--- src/hdl/meteor_rain_frame_engine_assert.svh ---
// assertion macros shared by the meteor rain frame engine rtl
// expects signals clk and rst_n in the scope where a macro is used
`ifndef METEOR_RAIN_FRAME_ENGINE_ASSERT_SVH
`define METEOR_RAIN_FRAME_ENGINE_ASSERT_SVH

// same-cycle implication, checked out of reset
`define MRFE_ASSERT_NOW(label, ante, cons, msg) \
    label: assert property (@(posedge clk) disable iff (!rst_n) (ante) |-> (cons)) \
        else $error(msg);

// next-cycle implication, checked out of reset
`define MRFE_ASSERT_NEXT(label, ante, cons, msg) \
    label: assert property (@(posedge clk) disable iff (!rst_n) (ante) |=> (cons)) \
        else $error(msg);

`endif

--- src/hdl/mrfe_pkg.sv ---
// shared types, codes and the channel fade function of the meteor rain engine
// no dependencies
package mrfe_pkg;

    // fixed field widths
    localparam int unsigned CHAN_W  = 8;
    localparam int unsigned PIX_W   = 3 * CHAN_W;
    localparam int unsigned INDEX_W = 5;
    localparam int unsigned MASK_W  = 32;
    localparam int unsigned CFG_IDX_W = 3;

    // channels at or below this level go dark when faded
    localparam logic [CHAN_W-1:0] FADE_FLOOR = 8'd10;

    // item kinds
    typedef enum logic
    {
        OP_START   = 1'b0,
        OP_ADVANCE = 1'b1
    } op_t;

    // register indexes of the configuration port
    typedef enum logic [CFG_IDX_W-1:0]
    {
        CFG_RED    = 3'd0,
        CFG_GREEN  = 3'd1,
        CFG_BLUE   = 3'd2,
        CFG_LENGTH = 3'd3,
        CFG_DECAY  = 3'd4,
        CFG_RANDOM = 3'd5
    } cfg_idx_t;

    // one channel fade step: c - (c*d >> 8), dark at or below the floor
    function automatic logic [CHAN_W-1:0] fade_channel(
        input logic [CHAN_W-1:0] c,
        input logic [CHAN_W-1:0] d
    );
        logic [2*CHAN_W-1:0] prod;
        begin
            prod = {{CHAN_W{1'b0}}, c} * {{CHAN_W{1'b0}}, d};
            if (c <= FADE_FLOOR)
            begin
                fade_channel = '0;
            end
            else
            begin
                fade_channel = c - prod[2*CHAN_W-1:CHAN_W];
            end
        end
    endfunction

endpackage

--- src/hdl/mrfe_ram.sv ---
// generic single-port-write, single-port-read ram with registered read data
// no dependencies
module mrfe_ram #(
    parameter int unsigned WIDTH = 24,
    parameter int unsigned DEPTH = 32
) (
    input  logic                                  clk,
    input  logic                                  we,
    input  logic [(DEPTH > 1 ? $clog2(DEPTH) : 1)-1:0] waddr,
    input  logic [WIDTH-1:0]                      wdata,
    input  logic                                  re,
    input  logic [(DEPTH > 1 ? $clog2(DEPTH) : 1)-1:0] raddr,
    output logic [WIDTH-1:0]                      rdata
);

    logic [WIDTH-1:0] mem [DEPTH];

    // write port
    always_ff @(posedge clk)
    begin
        if (we)
        begin
            mem[waddr] <= wdata;
        end
    end

    // read port, data holds while re is low
    always_ff @(posedge clk)
    begin
        if (re)
        begin
            rdata <= mem[raddr];
        end
    end

endmodule

--- src/hdl/meteor_rain_frame_engine.sv ---
// meteor rain frame engine: one item reads and emits every pixel, and an advance item
// of an unfinished run also fades and redraws it; pixels pass the store read, stage s1
// and the output beat register in order; one store read per pixel, one write per redrawn pixel
// the next item is taken while the last pixel beat still waits in the output register
// reset: config to defaults, frame position zero, all pixel valid bits cleared (store reads black)
// depends on mrfe_pkg, mrfe_ram and meteor_rain_frame_engine_assert.svh
`include "meteor_rain_frame_engine_assert.svh"

module meteor_rain_frame_engine #(
    parameter int unsigned PIXELS = 32
) (
    input  logic        clk,
    input  logic        rst_n,
    // input stream
    input  logic        s_tvalid,
    output logic        s_tready,
    input  logic [31:0] s_tdata,   // fade_mask[31:0]
    input  logic        s_tuser,   // op
    // output stream
    output logic        m_tvalid,
    input  logic        m_tready,
    output logic [31:0] m_tdata,   // pixel_index[4:0], pixel_red[12:5], pixel_green[20:13],
                                   // pixel_blue[28:21], zero fill[31:29]
    output logic        m_tlast,   // frame_last
    output logic        m_tuser,   // run_finished
    // configuration write port
    input  logic        cfg_we,
    input  logic [2:0]  cfg_index,
    input  logic [7:0]  cfg_data
);

    localparam int unsigned IDXW   = (PIXELS > 1) ? $clog2(PIXELS) : 1;
    localparam int unsigned CNTW   = $clog2(PIXELS + 1);
    localparam int unsigned FRAMES = 2 * PIXELS;
    localparam int unsigned POSW   = $clog2(FRAMES + 1);
    localparam int unsigned CMPW   = (POSW > 8) ? POSW : 8;
    localparam int unsigned CW     = mrfe_pkg::CHAN_W;
    localparam logic [IDXW-1:0] LAST_IDX = IDXW'(PIXELS - 1);

    typedef enum logic
    {
        ST_IDLE,
        ST_RUN
    } state_t;

    // configuration registers
    logic [CW-1:0] red_reg;
    logic [CW-1:0] green_reg;
    logic [CW-1:0] blue_reg;
    logic [CW-1:0] length_reg;
    logic [CW-1:0] decay_reg;
    logic          random_reg;

    // control and item registers
    state_t                      state_reg, state_next;
    logic [CNTW-1:0]             rd_cnt_reg, rd_cnt_next;
    logic                        s1_valid_reg, s1_valid_next;
    logic [IDXW-1:0]             s1_idx_reg, s1_idx_next;
    logic [POSW-1:0]             pos_reg, pos_next;
    logic [POSW-1:0]             pos_item_reg;
    logic                        op_reg;
    logic                        fin_reg;
    logic [mrfe_pkg::MASK_W-1:0] mask_reg;
    logic [PIXELS-1:0]           vld_reg, vld_next;

    // output beat registers
    logic                         out_valid_reg, out_valid_next;
    logic [IDXW-1:0]              out_idx_reg;
    logic [mrfe_pkg::PIX_W-1:0]   out_pix_reg;
    logic                         out_last_reg;
    logic                         out_fin_reg;

    // datapath
    logic                        accept;
    logic                        advance;
    logic                        load_out;
    logic                        rd_en;
    logic [IDXW-1:0]             rd_addr;
    logic                        wr_en;
    logic [mrfe_pkg::PIX_W-1:0]  ram_rdata;
    logic [mrfe_pkg::PIX_W-1:0]  cur_pix;
    logic [mrfe_pkg::PIX_W-1:0]  faded_pix;
    logic [mrfe_pkg::PIX_W-1:0]  new_pix;
    logic [mrfe_pkg::PIX_W-1:0]  emit_pix;
    logic [IDXW+4:0]             idx_ext;
    logic [IDXW+4:0]             out_idx_ext;
    logic                        fade_en;
    logic [POSW-1:0]             idx_pos;
    logic [POSW-1:0]             head_dist;
    logic                        in_meteor;
    logic                        updating;

    assign accept   = s_tvalid && s_tready;
    assign s_tready = (state_reg == ST_IDLE);
    assign advance  = !out_valid_reg || m_tready;
    assign updating = (op_reg == mrfe_pkg::OP_ADVANCE) && !fin_reg;

    // configuration writes
    always_ff @(posedge clk or negedge rst_n)
    begin
        if (!rst_n)
        begin
            red_reg    <= 8'd255;
            green_reg  <= 8'd255;
            blue_reg   <= 8'd255;
            length_reg <= 8'd10;
            decay_reg  <= 8'd64;
            random_reg <= 1'b1;
        end
        else if (cfg_we)
        begin
            case (cfg_index)
                mrfe_pkg::CFG_RED:    red_reg    <= cfg_data;
                mrfe_pkg::CFG_GREEN:  green_reg  <= cfg_data;
                mrfe_pkg::CFG_BLUE:   blue_reg   <= cfg_data;
                mrfe_pkg::CFG_LENGTH: length_reg <= cfg_data;
                mrfe_pkg::CFG_DECAY:  decay_reg  <= cfg_data;
                mrfe_pkg::CFG_RANDOM: random_reg <= cfg_data[0];
                default:              ;
            endcase
        end
    end

    // pixel store
    mrfe_ram #(
        .WIDTH (mrfe_pkg::PIX_W),
        .DEPTH (PIXELS)
    ) u_store (
        .clk   (clk),
        .we    (wr_en),
        .waddr (s1_idx_reg),
        .wdata (new_pix),
        .re    (rd_en),
        .raddr (rd_addr),
        .rdata (ram_rdata)
    );

    // fade and redraw of the pixel held in stage s1, and the value that is emitted for it
    always_comb
    begin
        idx_ext   = {5'b0, s1_idx_reg};
        cur_pix   = vld_reg[s1_idx_reg] ? ram_rdata : '0;
        fade_en   = !random_reg || mask_reg[idx_ext[4:0]];
        faded_pix = {mrfe_pkg::fade_channel(cur_pix[23:16], decay_reg),
                     mrfe_pkg::fade_channel(cur_pix[15:8], decay_reg),
                     mrfe_pkg::fade_channel(cur_pix[7:0], decay_reg)};
        idx_pos   = POSW'(s1_idx_reg);
        head_dist = pos_item_reg - idx_pos;
        in_meteor = (idx_pos <= pos_item_reg) && (CMPW'(head_dist) < CMPW'(length_reg));
        if (in_meteor)
        begin
            new_pix = {red_reg, green_reg, blue_reg};
        end
        else if (fade_en)
        begin
            new_pix = faded_pix;
        end
        else
        begin
            new_pix = cur_pix;
        end
        if (op_reg == mrfe_pkg::OP_START)
        begin
            emit_pix = '0;
        end
        else if (fin_reg)
        begin
            emit_pix = cur_pix;
        end
        else
        begin
            emit_pix = new_pix;
        end
    end

    // sweep sequencing: at most one read issued and one pixel retired per advancing cycle
    always_comb
    begin
        state_next     = state_reg;
        rd_cnt_next    = rd_cnt_reg;
        s1_valid_next  = s1_valid_reg;
        s1_idx_next    = s1_idx_reg;
        pos_next       = pos_reg;
        vld_next       = vld_reg;
        out_valid_next = out_valid_reg && !m_tready;
        load_out       = 1'b0;
        rd_en          = 1'b0;
        rd_addr        = rd_cnt_reg[IDXW-1:0];
        wr_en          = 1'b0;

        if (accept)
        begin
            state_next  = ST_RUN;
            rd_cnt_next = '0;
            if (s_tuser == mrfe_pkg::OP_START)
            begin
                pos_next = '0;
                vld_next = '0;
            end
            else if (pos_reg < POSW'(FRAMES))
            begin
                pos_next = pos_reg + 1'b1;
            end
        end
        else if (state_reg == ST_RUN && advance)
        begin
            if (s1_valid_reg)
            begin
                load_out       = 1'b1;
                out_valid_next = 1'b1;
                if (updating)
                begin
                    wr_en                = 1'b1;
                    vld_next[s1_idx_reg] = 1'b1;
                end
            end
            if (rd_cnt_reg != CNTW'(PIXELS))
            begin
                rd_en         = 1'b1;
                s1_valid_next = 1'b1;
                s1_idx_next   = rd_cnt_reg[IDXW-1:0];
                rd_cnt_next   = rd_cnt_reg + 1'b1;
            end
            else
            begin
                s1_valid_next = 1'b0;
                if (s1_valid_reg)
                begin
                    state_next = ST_IDLE;
                end
            end
        end
    end

    // control state
    always_ff @(posedge clk or negedge rst_n)
    begin
        if (!rst_n)
        begin
            state_reg     <= ST_IDLE;
            rd_cnt_reg    <= '0;
            s1_valid_reg  <= 1'b0;
            s1_idx_reg    <= '0;
            pos_reg       <= '0;
            vld_reg       <= '0;
            out_valid_reg <= 1'b0;
            op_reg        <= mrfe_pkg::OP_START;
            fin_reg       <= 1'b0;
        end
        else
        begin
            state_reg     <= state_next;
            rd_cnt_reg    <= rd_cnt_next;
            s1_valid_reg  <= s1_valid_next;
            s1_idx_reg    <= s1_idx_next;
            pos_reg       <= pos_next;
            vld_reg       <= vld_next;
            out_valid_reg <= out_valid_next;
            if (accept)
            begin
                op_reg  <= s_tuser;
                fin_reg <= (s_tuser == mrfe_pkg::OP_ADVANCE) && (pos_reg >= POSW'(FRAMES));
            end
        end
    end

    // item payload and output beat payload
    always_ff @(posedge clk)
    begin
        if (accept)
        begin
            mask_reg     <= s_tdata;
            pos_item_reg <= pos_reg;
        end
        if (load_out)
        begin
            out_idx_reg  <= s1_idx_reg;
            out_pix_reg  <= emit_pix;
            out_last_reg <= (s1_idx_reg == LAST_IDX);
            out_fin_reg  <= fin_reg;
        end
    end

    // output stream
    assign out_idx_ext = {5'b0, out_idx_reg};
    assign m_tvalid    = out_valid_reg;
    assign m_tdata     = {3'b0, out_pix_reg[7:0], out_pix_reg[15:8], out_pix_reg[23:16],
                          out_idx_ext[4:0]};
    assign m_tlast     = out_last_reg;
    assign m_tuser     = out_fin_reg;

    // checks
    `MRFE_ASSERT_NOW(a_s1_only_in_run, s1_valid_reg, state_reg == ST_RUN,
        "pixel in flight outside a frame sweep")
    `MRFE_ASSERT_NOW(a_pos_bounded, 1'b1, pos_reg <= POSW'(FRAMES),
        "frame position beyond the run length")
    `MRFE_ASSERT_NEXT(a_last_closes_sweep, load_out && s1_idx_reg == LAST_IDX,
        state_reg == ST_IDLE, "sweep did not end after the last pixel")
    `MRFE_ASSERT_NOW(a_no_write_when_frozen, wr_en, !fin_reg && op_reg == mrfe_pkg::OP_ADVANCE,
        "store written by a start or finished frame")

endmodule
--- config.mk ---
export PLATFORM = sky130hd
export DESIGN_NAME = meteor_rain_frame_engine
export DESIGN_NICKNAME = d
export VERILOG_FILES = /design/src/hdl/mrfe_pkg.sv /design/src/hdl/mrfe_ram.sv /design/src/hdl/meteor_rain_frame_engine.sv
export VERILOG_INCLUDE_DIRS = /design/src /design/src/hdl
export SDC_FILE = /design/constraint.sdc
export NUM_CORES = 2
export LEC_CHECK = 0
export BUFFER_PORTS_ARGS = -buffer_cell sky130_fd_sc_hd__buf_2
export CAP_MARGIN = 5
export CORE_MARGIN = 8
export CORE_UTILIZATION = 59
export DETAILED_ROUTE_END_ITERATION = 12
export GPL_ROUTABILITY_DRIVEN = 0
export PLACE_DENSITY = 0.73
export SETUP_SLACK_MARGIN = 0.3
export SLEW_MARGIN = 10
export SYNTH_ARGS = -nofsm -noshare
export SYNTH_HDL_FRONTEND = slang
export SYNTH_SLANG_ARGS = --single-unit
export TNS_END_PERCENT = 10
--- constraint.sdc ---
create_clock -name clk -period 10.8 [get_ports clk]
set_input_delay 1.08 -clock clk [delete_from_list [all_inputs] [get_ports clk]]
set_output_delay 1.08 -clock clk [all_outputs]
set_load 0.02 [all_outputs]
# After elaboration in Yosys (flattened, before gate mapping)
# Memories as Yosys holds them, arrays and structs flattened. A register that Yosys moved wholly into a read port is not among the register bits.
# Cells that the tools add are included.
# op_classes
n_addsub	6
eq_ne	10
n_mul	3
magnitude_cmp	9
mux	42
n_reduce_logical	30
n_bitwise	3
# op_table
op	n
two-way mux 32 bit	5
two-way mux 24 bit	4
multiplier 8 x 8 -> 16 bit	3
bitwise OR 32 bit	1
<= comparator 8 x 4 -> 1 bit (second input constant)	3
two-way mux 8 bit	3
subtractor 8 bit	3
two-way mux 1 bit	22
two-way mux 6 bit	3
AND reduction 2 bit	9
two-way mux 7 bit	2
binary-select mux 1 bit (select 5 bit)	2
< comparator 7 x 8 -> 1 bit	1
nonzero test 2 bit	4
adder 7 x 1 -> 7 bit (second input constant)	1
greater-or-equal comparator 7 bit (second input constant)	1
<= comparator 5 x 7 -> 1 bit	1
logical AND 1 bit	7
< comparator 7 bit (second input constant)	1
subtractor 7 x 5 -> 7 bit	1
adder 6 x 1 -> 6 bit (second input constant)	1
== test 3 x 2 -> 1 bit (second input constant)	2
== test 3 bit (second input constant)	2
< comparator 5 x 6 -> 1 bit (second input constant)	1
13 further kinds	20
# totals
wordCells	125
in_bits	49
ramBits	768
mem_count	1
out_inout_bits	36
register_bits	166
# mem_list
memory	words	word_bits	rd	rd_clocked_by_memory_dff	wr	line_no	source
u_store.mem	32	24	1	1	1	mrfe_ram.sv:16	logic [WIDTH-1:0] mem [DEPTH];

# Depth between registers and ports, before layout
# Gate-level depths: netlist (run 1).
# depth
ltp_word	9
ltp_mapped	39

# Modules after synthesis
# Synthesis (run 1) repeated with hierarchy kept, for this count alone.
# unflattened
cells_unflattened	3134
area_unflattened_um2	45411.1
# modules_own_cells
mod	cells_each	instances	seq_area_each_um2	area_per_inst_um2
mrfe_ram	1711	1	23782.8	30723.2
meteor_rain_frame_engine	1423	1	4539.4	14687.8

# Least setup slack after synthesis (run 1)
# Ideal clock, no wire load.
# synth_path
kind	reg-to-reg
from	register s1_idx_reg[0]
to	memory u_store.mem[0][22], data pin
setup_time_ps	464
n_path_buf	5
arrival_time_ps	8545
setup_slack_ps	1791
required_ps	10336
stages_incl_launch_ff	33
synth_period_minus_slack_ps	9009
cell_sequence	dfrtp_1 > buf_6 > mux4_2 > a32o_1 > or4_4 > buf_6 > clkbuf_1 > clkbuf_1 > clkbuf_1 > and3_1 > fa_1 > fa_1 > inv_1 > fa_1 > inv_1 > fa_1 > ha_1 > o21ai_0 > nor4_1 > o31ai_1 > nand3b_1 > xor2_1 > ha_1 > inv_1 > fa_1 > nand2_1 > nand2_1 > a21oi_1 > o21bai_1 > a21oi_1 > xnor2_1 > a22oi_1 > o21ai_0
# synth_via
elab_chain_cells	8
elab_cells_between_ends	16
# synth_rtl
item	line_no	source
start, declared	meteor_rain_frame_engine.sv:58	logic [IDXW-1:0] s1_idx_reg, s1_idx_next;
start signal, assigned	meteor_rain_frame_engine.sv:255	s1_idx_reg <= s1_idx_next;
binary-select mux 1 bit (select 5 bit)	meteor_rain_frame_engine.sv:142	cur_pix = vld_reg[s1_idx_reg] ? ram_rdata : '0;
two-way mux 1 bit (implied by the code)	meteor_rain_frame_engine.sv:142	
two-way mux 24 bit	meteor_rain_frame_engine.sv:142	
multiplier 8 x 8 -> 16 bit	mrfe_pkg.sv:40	prod = {{CHAN_W{1'b0}}, c} * {{CHAN_W{1'b0}}, d};
subtractor 8 bit	mrfe_pkg.sv:47	fade_channel = c - prod[2*CHAN_W-1:CHAN_W];
two-way mux 8 bit	mrfe_pkg.sv:41	if (c <= FADE_FLOOR)
two-way mux 24 bit	meteor_rain_frame_engine.sv:154	else if (fade_en)
two-way mux 24 bit (*)	meteor_rain_frame_engine.sv:150	if (in_meteor)
named net new_pix (one bit)	meteor_rain_frame_engine.sv:83	logic [mrfe_pkg::PIX_W-1:0] new_pix;
end, declared	mrfe_ram.sv:16	
# The timed path passes the listed nets; every way through them passes the cells marked *. The select of a mux whose other input is x is not followed.

# Worst setup path after layout (run 1)
# layout_path
from	register s1_idx_reg[2]
to	register out_pix_reg[5] (netlist bit), data pin
# layout_via
elab_chain_cells	9
elab_cells_between_ends	17
# layout_rtl
item	line_no	source
binary-select mux 1 bit (select 5 bit)	meteor_rain_frame_engine.sv:142	
two-way mux 1 bit (implied by the code)	meteor_rain_frame_engine.sv:142	
two-way mux 24 bit	meteor_rain_frame_engine.sv:142	
multiplier 8 x 8 -> 16 bit	mrfe_pkg.sv:40	
subtractor 8 bit	mrfe_pkg.sv:47	
two-way mux 8 bit	mrfe_pkg.sv:41	
two-way mux 24 bit	meteor_rain_frame_engine.sv:154	
two-way mux 24 bit (*)	meteor_rain_frame_engine.sv:150	
named net new_pix (one bit)	meteor_rain_frame_engine.sv:83	
two-way mux 24 bit (*)	meteor_rain_frame_engine.sv:166	else if (fin_reg)
end signal, assigned	meteor_rain_frame_engine.sv:278	out_pix_reg <= emit_pix;
end, declared	meteor_rain_frame_engine.sv:69	logic [mrfe_pkg::PIX_W-1:0] out_pix_reg;
# Marked as above.
# A chain may end at the register's enable or synchronous reset.

==> metrics.md, run 1 <==
| Metric | Value |
|---|---|
| Final net count | `around 3000` |
| Largest register FFs | `768` |
| Crit share post-route | `about nine tenths` |
| Ports | `85` |
| DRC | `0` |
| Setup TNS | `0 ns` |
| Crit path required time | `about 11 ns` |
| CTS tree | `built` |
| Share of cells above drive strength 1 | `between 20 and 25%` |
| Postcts setup bufs | `0` |
| Buffers on Ports | `81` |
| DRT Wirelength | `around 110000 um` |
| Initial DRC count | `approximately 2900` |
| Post-Synthesis Cells | `roughly 2600` |
| Outcome | `finished clean` |
| Synth area leaders | `edfxtp_1 (58%), mux4_2 (13%), fa_1 (4.9%)` |
| Measured slew at the worst slew-check pin | `roughly 1.3 ns` |
| Grt ovf | `0` |
| Register area share after synthesis | `63.5%` |
| Post-route ant nets | `0` |
| Largest stage delay on the critical path | `approximately 0.81 ns` |
| Fmax | `about 0.1 GHz` |
| Syn Area/Cell | `roughly 17 sq um` |
| Row count | `between 100 and 150` |
| Post-DP HPWL | `63400 um` |
| Die width | `291 um` |
| Placed Cells | `between 3000 and 4000` |
| Post-synth ARST share | `10.0%` |
| Ys flop type | `edfxtp_1` |
| Final cell count without fillers | `around 3800` |
| Largest net degree at the start of global routing | `~120` |
| Startpoint Class | `flop` |
| Vias per cell | `6.54` |
| Crit path kind | `reg2reg` |
| Antenna violations before repair | `1` |
| RSZ-0062 raised after global routing | `no` |
| Setup crit end kind | `flop` |
| CP Max Fanout | `between 70 and 80` |
| Total CTS buffers | `95` |
| Vias in the first global route | `25300` |
| Synth Warn # | `0` |
| Max-Cap Viols | `0` |
| Drt pass-1 iters | `6` |
| Root buf cell | `clkbuf_16` |
| Slowest cell on crit path | `or4_4` |
| Ant diodes | `0` |
| First-pass GRT wire length | `163000 um` |
| Die area | `around 0.085 sq mm` |
| Max-slew violations | `0` |
| Critical path arrival | `10.19 ns` |
| # setup viols final | `0` |
| FF+latch count, synth | `approximately 960` |
| Total GRT Usage | `25.8%` |
| Starting Density | `59.1%` |
| Mapped cell area | `0.0446 sq mm` |
| Synth area leader | `edfxtp_1` |
| Clock sinks | `approximately 960` |
| Routed len/inst | `29.1 um` |
| Synth unique cells | `74` |
| EDFF count, synth | `approximately 860` |
| Worst setup margin | `about 1 ns` |
| Place WS | `about 0.87 ns` |
| Minimum clock period | `around 9.8 ns` |
| Worst min path class | `in2async` |
| Clock transition at path regs | `about 0.06 ns` |
| Final core utilization | `65.5%` |
| Relative slew slack | `a little over an eighth` |
| Post-route clock skew | `about 0.024 ns` |
| Core area | `between 0.07 and 0.08 sq mm` |
| Final Hold Fails | `0` |
| Area Growth Syn to Fin | `10.8%` |
| Chip height | `291 um` |
| Longest Clk Path Bufs | `3` |
| H-tree Lvls | `3` |
| Synth top area share | `between 50% and 60%` |
| Clk_lat worst skew | `between 0.6 and 0.7 ns` |
| Via count | `around 25000` |
per-layer routing:
| layer | global-route usage, % | wire length, um | part of all wire (%) | up-vias |
|---|---|---|---|---|
| li1 | - | - | - | 10300 |
| met1 | 35.0 | 41500 | 38 | 12800 |
| met2 | 42.8 | 54100 | 49 | 1329 |
| met3 | 4.42 | 10100 | 9.2 | 255 |
| met4 | 8.56 | 3760 | 3.4 | 0 |
| met5 | 0 | 0 | 0 | - |
cell usage after synthesis, types with 17 or more instances:
cell and instances:
edfxtp_1 862, xnor2_1 26, and3_1 161, o21ai_0 37
ha_1 134, nand2_1 95, nor2_1 105, xor2_1 25
clkbuf_1 111, dfstp_2 28, mux2_2 87, nor2b_1 18
dfrtp_1 68, a21o_1 18, inv_1 164, mux4_2 249
fa_1 109, a21oi_1 62, mux2i_1 22, and2_1 29
nand3_1 23, buf_1 17
worst paths after layout:
| check | endpoint | startpoint | cells past startpoint | slack, ns |
|---|---|---|---|---|
| worst max-delay path | out_pix_reg[5] | s1_idx_reg[2] | 29 | 1.00 |
| worst min-delay path | decay_reg[7] | rst_n | 1 | 0.42 |
| worst max register to register | out_pix_reg[5] | s1_idx_reg[2] | 29 | 1.00 |
| worst min register to register | vld_reg[16] | vld_reg[16] | 2 | 0.50 |
| max in group asynchronous | decay_reg[3] | rst_n | 2 | 9.21 |
| min in group clk | vld_reg[16] | vld_reg[16] | 2 | 0.50 |
layout by cell type, fill, tap and decap left out, drive strengths merged, types with 22 or more instances in the layout:
cell type and instances:
mux2 87, xnor2 26, edfxtp 862, clkbuf 129, ha 134, dfstp 28
inv 167, dfrtp 68, fa 109, and3 161, nand2 95, mux4 249
xor2 25, nor2 105, and2 33, nand3 23, buf 136, mux2i 22
a21oi 63, o21ai 37, clkinv 32
layout make-up:
type | instances | area, sq um
flip-flops and latches | 958 | 28300
fillers | 4958 | 26000
multi-input cells | 1353 | 15300
clock buffers | 129 | 2620
well taps | 978 | 1220
repair buffers | 136 | 833
inverters | 168 | 631
clock inverters | 42 | 427
metrics by stage:
step	hold WS [ns]	cell area [sq um]
final	0.423	49400
after global routing	0.428	49400
after CTS	0.398	49400
after detailed placement	0.484	46400
after global placement	0.478	46400
after floorplan	0.420	44600
critical path, delay by kind of cell, from the launching register on:
| kind | cells | cell delay (ns) |
|---|---|---|
| AOI/OAI and AO/OA | 8 | 1.91 |
| DFF | 1 | 0.69 |
| buffers and inverters | 2 | 0.46 |
| xor gates and xnor gates | 2 | 0.34 |
| adders and majority gates | 6 | 2.29 |
| muxes | 2 | 0.83 |
| and+or+nand+nor | 9 | 2.99 |
what timing repair did:
action                     4_1_cts  5_1_grt
resized for setup                0        1
hold buffers                     0        0
hold endpoints to repair         0        0
setup endpoints to repair        0        1
cell families (layout without fill, tap and decap cells):
group | after synthesis | count (layout) | share of synthesized area (%)
xor+xnor | 52 | 52 | 1.05
flops | 958 | 958 | 63.5
simple gates | 503 | 503 | 5.98
other cells | 1 | 3 | 0.00841
buf+inv | 313 | 475 | 2.77
compound gates | 194 | 194 | 2.80
fa+ha+maj | 243 | 243 | 8.65
mux | 358 | 358 | 15.3
Power of run 1 is not shown: default switching activity piles up to over one toggle a cycle in this logic, so the estimate is an artifact.
==> run 2, diff against run 1 <==
--- a/config.mk
+++ b/config.mk
@@ -6,6 +6,7 @@
 export SDC_FILE = /design/constraint.sdc
 export NUM_CORES = 2
 export LEC_CHECK = 0
+export ABC_AREA = 1
 export BUFFER_PORTS_ARGS = -buffer_cell sky130_fd_sc_hd__buf_2
 export CAP_MARGIN = 5
 export CORE_MARGIN = 8
==> run 2 against run 1 <==
  * Non-clock buffer count unchanged
  * Clock-buffer cell count down 14
  * Final cell count up 32%
  * Critical endpoint is now u_store.mem[27][7]
  * Register-to-register slack better by 0.89 ns
  * Via count up 27%
  * First-iteration DRC count up 38%
  * Sequential cell count unchanged
  * Worst hold slack worse by 0.16 ns
==> metrics.md, run 2 <==
| Metric | Value |
|---|---|
| Outcome | `finished clean` |
| # setup viols final | `0` |
| CTS tree | `built` |
| Measured slew at the worst slew-check pin | `~1.2 ns` |
| FF+latch count, synth | `around 960` |
| Ant diodes | `0` |
| Post-route ant nets | `0` |
| Max-Cap Viols | `0` |
| Hold-fix buffers, CTS | `0` |
| Crit path required time | `11.11 ns` |
| Setup crit end kind | `flop` |
| # resized after CTS | `0` |
| Starting Density | `just under 60%` |
| DRC | `0` |
| Most frequent cell on the critical path | `nand2_1` |
| Pwr/cell area | `between 300 and 400 mW/mm^2` |
| Post-Route M1 WL | `about 48000 um` |
| Top layer in use | `met4` |
| Most frequent cell after synthesis | `edfxtp_1` |
| Critical path arrival | `just over 9 ns` |
| Die width | `approximately 290 um` |
| Mapped cell area | `about 0.045 sq mm` |
| Min Hold Slack | `0.261 ns` |
| Worst r2r path cells | `38` |
| Worst min path class | `in2async` |
| Post-synth ARST share | `between 10 and 15%` |
| Postcts setup bufs | `0` |
| Max-slew violations | `0` |
| Synth unique cells | `50` |
| Crit Reg-Reg Endpoint | `u_store.mem[27][7]` |
| RSZ-0062 raised after global routing | `no` |
| Setup TNS | `0 ns` |
| Most frequent cells in the layout | `edfxtp_1 (862), nor2_1 (593), o21ai_0 (500)` |
| Synth area leaders | `edfxtp_1 (58%), o21ai_0 (5.6%), nor2_1 (5.1%)` |
| Row count | `roughly 100` |
| Chip height | `292 um` |
| Post-Synthesis Cells | `3901` |
| Post-DP HPWL | `~68000 um` |
| Minimum clock period | `~8.9 ns` |
| Crit path kind | `reg2reg` |
| Fin area | `0.0494 sq mm` |
| Total GRT Usage | `a little over a quarter` |
| Switching Fraction | `42.9%` |
| Die area | `approximately 0.085 sq mm` |
| Initial DRC count | `between 4000 and 5000` |
| Ys flop type | `edfxtp_1` |
| Slowest cell on crit path | `nand2_1` |
| Routed met2 length | `between 50000 and 60000 um` |
| Post-synth top cells | `edfxtp_1 (862), nor2_1 (609), o21ai_0 (500), nand2_1 (376), inv_1 (310)` |
| Buffers on Ports | `81` |
| Drt pass-1 iters | `6` |
| Largest stage delay on the critical path | `a little under 0.8 ns` |
| Final net count | `approximately 4200` |
| Critical R2R Launch | `s1_idx_reg[1]` |
| Vias per cell | `around 6.3` |
| Fmax | `around 0.11 GHz` |
| H-tree Lvls | `3` |
| Root buf cell | `clkbuf_16` |
| P_int | `9.74 mW` |
| Syn Area/Cell | `roughly 12 sq um` |
| Largest register FFs | `approximately 770` |
| CP Max Fanout | `32` |
| Register area share after synthesis | `roughly 63%` |
| Fill cells | `about 5600` |
| Synth area leader | `edfxtp_1` |
| Worst vdd ir | `between 200 and 250 uV` |
| Clk_lat worst skew | `slightly below 0.7 ns` |
| Sequential share of power | `between 30 and 40%` |
| Ports | `85` |
| Total CTS buffers | `95` |
| Share of cells above drive strength 1 | `a little under a tenth` |
| DRT Wirelength | `119000 um` |
| Grt ovf | `0` |
| Largest net degree at the start of global routing | `roughly 180` |
| Crit share post-route | `between 80% and 90%` |
| Antenna violations before repair | `1` |
| Clock sinks | `between 900 and 1000` |
| Longest Clk Path Bufs | `3` |
| Clock transition at path regs | `0.06 ns` |
| Area Growth Syn to Fin | `9.98%` |
| Startpoint Class | `flop` |
| Synth Warn # | `0` |
| EDFF count, synth | `roughly 860` |
| Via count | `just over 30000` |
| Register-to-register setup slack | `about 1.9 ns` |
| Placed cell area | `roughly 0.046 sq mm` |
| Comb pwr share | `between 40% and 50%` |
| Clk pwr share | `between 10% and 20%` |
| Routed len/inst | `between 20 and 25 um` |
| Sw Pwr | `between 7 and 8 mW` |
| Final Hold Fails | `0` |
| Leakage dissipation | `18.7 nW` |
| Core area | `between 0.07 and 0.08 sq mm` |
| Most common cell after layout, fill and taps aside | `edfxtp_1` |
| Vias in the first global route | `roughly 30000` |
| First-pass GRT wire length | `roughly 180000 um` |
| Met3 wire length | `approximately 12000 um` |
| Post-route clock skew | `between 0.06 and 0.07 ns` |
| Synth top area share | `a little under three fifths` |
| Relative slew slack | `between 20% and 30%` |
-- run 2: through the flow --
stage	setup WS (ns)	total power [mW]	instances	utilization, %
4_1_cts	1.99	16.9	4971	65.3
3_3_place_gp	2.25	13.5	4799	61.3
3_5_place_dp	2.04	13.6	4799	61.3
2_1_floorplan	3.83	11.2	3903	-
6_report	1.89	17.0	4971	65.3
5_1_grt	1.13	18.0	4971	65.3
-- run 2: logic make-up (layout without fill, tap and decap cells) --
logic type | count (synthesis) | in the layout | share of synthesized area [%]
DFF | 958 | 958 | 63.0
and+or+nand+nor | 1181 | 1181 | 10.9
other | 1 | 3 | 0.00834
xor gates and xnor gates | 45 | 45 | 0.877
buffers and inverters | 547 | 637 | 4.72
adders and majority gates | 243 | 243 | 8.58
AOI/OAI and AO/OA | 926 | 926 | 11.9
-- run 2: critical path, delay by kind of cell (launching register included) --
kind	cells	cell delay (ns)
flops	1	0.72
xor+xnor	2	0.48
fa+ha+maj	6	2.56
buf+inv	7	1.25
compound gates	5	0.95
simple gates	18	2.51
-- run 2: routing by layer --
| metal | track usage [%] | vias to the layer above |
|---|---|---|
| li1 | - | 13800 |
| met1 | 37.9 | 15400 |
| met3 | 5.09 | 276 |
| met2 | 42.8 | 1686 |
| met5 | 0 | - |
| met4 | 9.79 | 0 |
-- run 2: worst max-delay path by stage --
stage / from / cells past startpoint / end / slack [ns]
finish: s1_idx_reg[1] / 38 / u_store.mem[27][7] / 1.89
global route: s1_idx_reg[1] / 38 / u_store.mem[7][23] / 1.13
CTS: s1_idx_reg[0] / 40 / u_store.mem[1][7] / 1.99
detailed placement: s1_idx_reg[0] / 40 / u_store.mem[22][7] / 2.04
global placement: s1_idx_reg[1] / 41 / u_store.mem[21][15] / 2.25
floorplan: s1_idx_reg[4] / 40 / u_store.mem[0][15] / 3.83
-- run 2: layout make-up --
cell class                      count  area, sq um  share of cell area, %
Timing Repair Buffer              136          833                   1.69
Clock inverter                     57          601                   1.21
Inverter                          329         1250                   2.52
Sequential cell                   958        28300                   57.3
Multi-Input combinational cell   2398        14700                   29.8
Clock buffer                      115         2460                   4.98
Tap cell                          978         1220                   2.48
-- run 2: power groups by stage --
stage / Sequential [mW] / Combinational (mW) / Clock, mW
CTS: 6.14 / 7.48 / 3.28
global route: 6.18 / 8.36 / 3.43
detailed placement: 6.21 / 7.43 / 0
floorplan: 6.08 / 5.11 / 0
finish: 6.15 / 7.63 / 3.26
global placement: 6.20 / 7.29 / 0
Power figures use the tool's default switching activity.
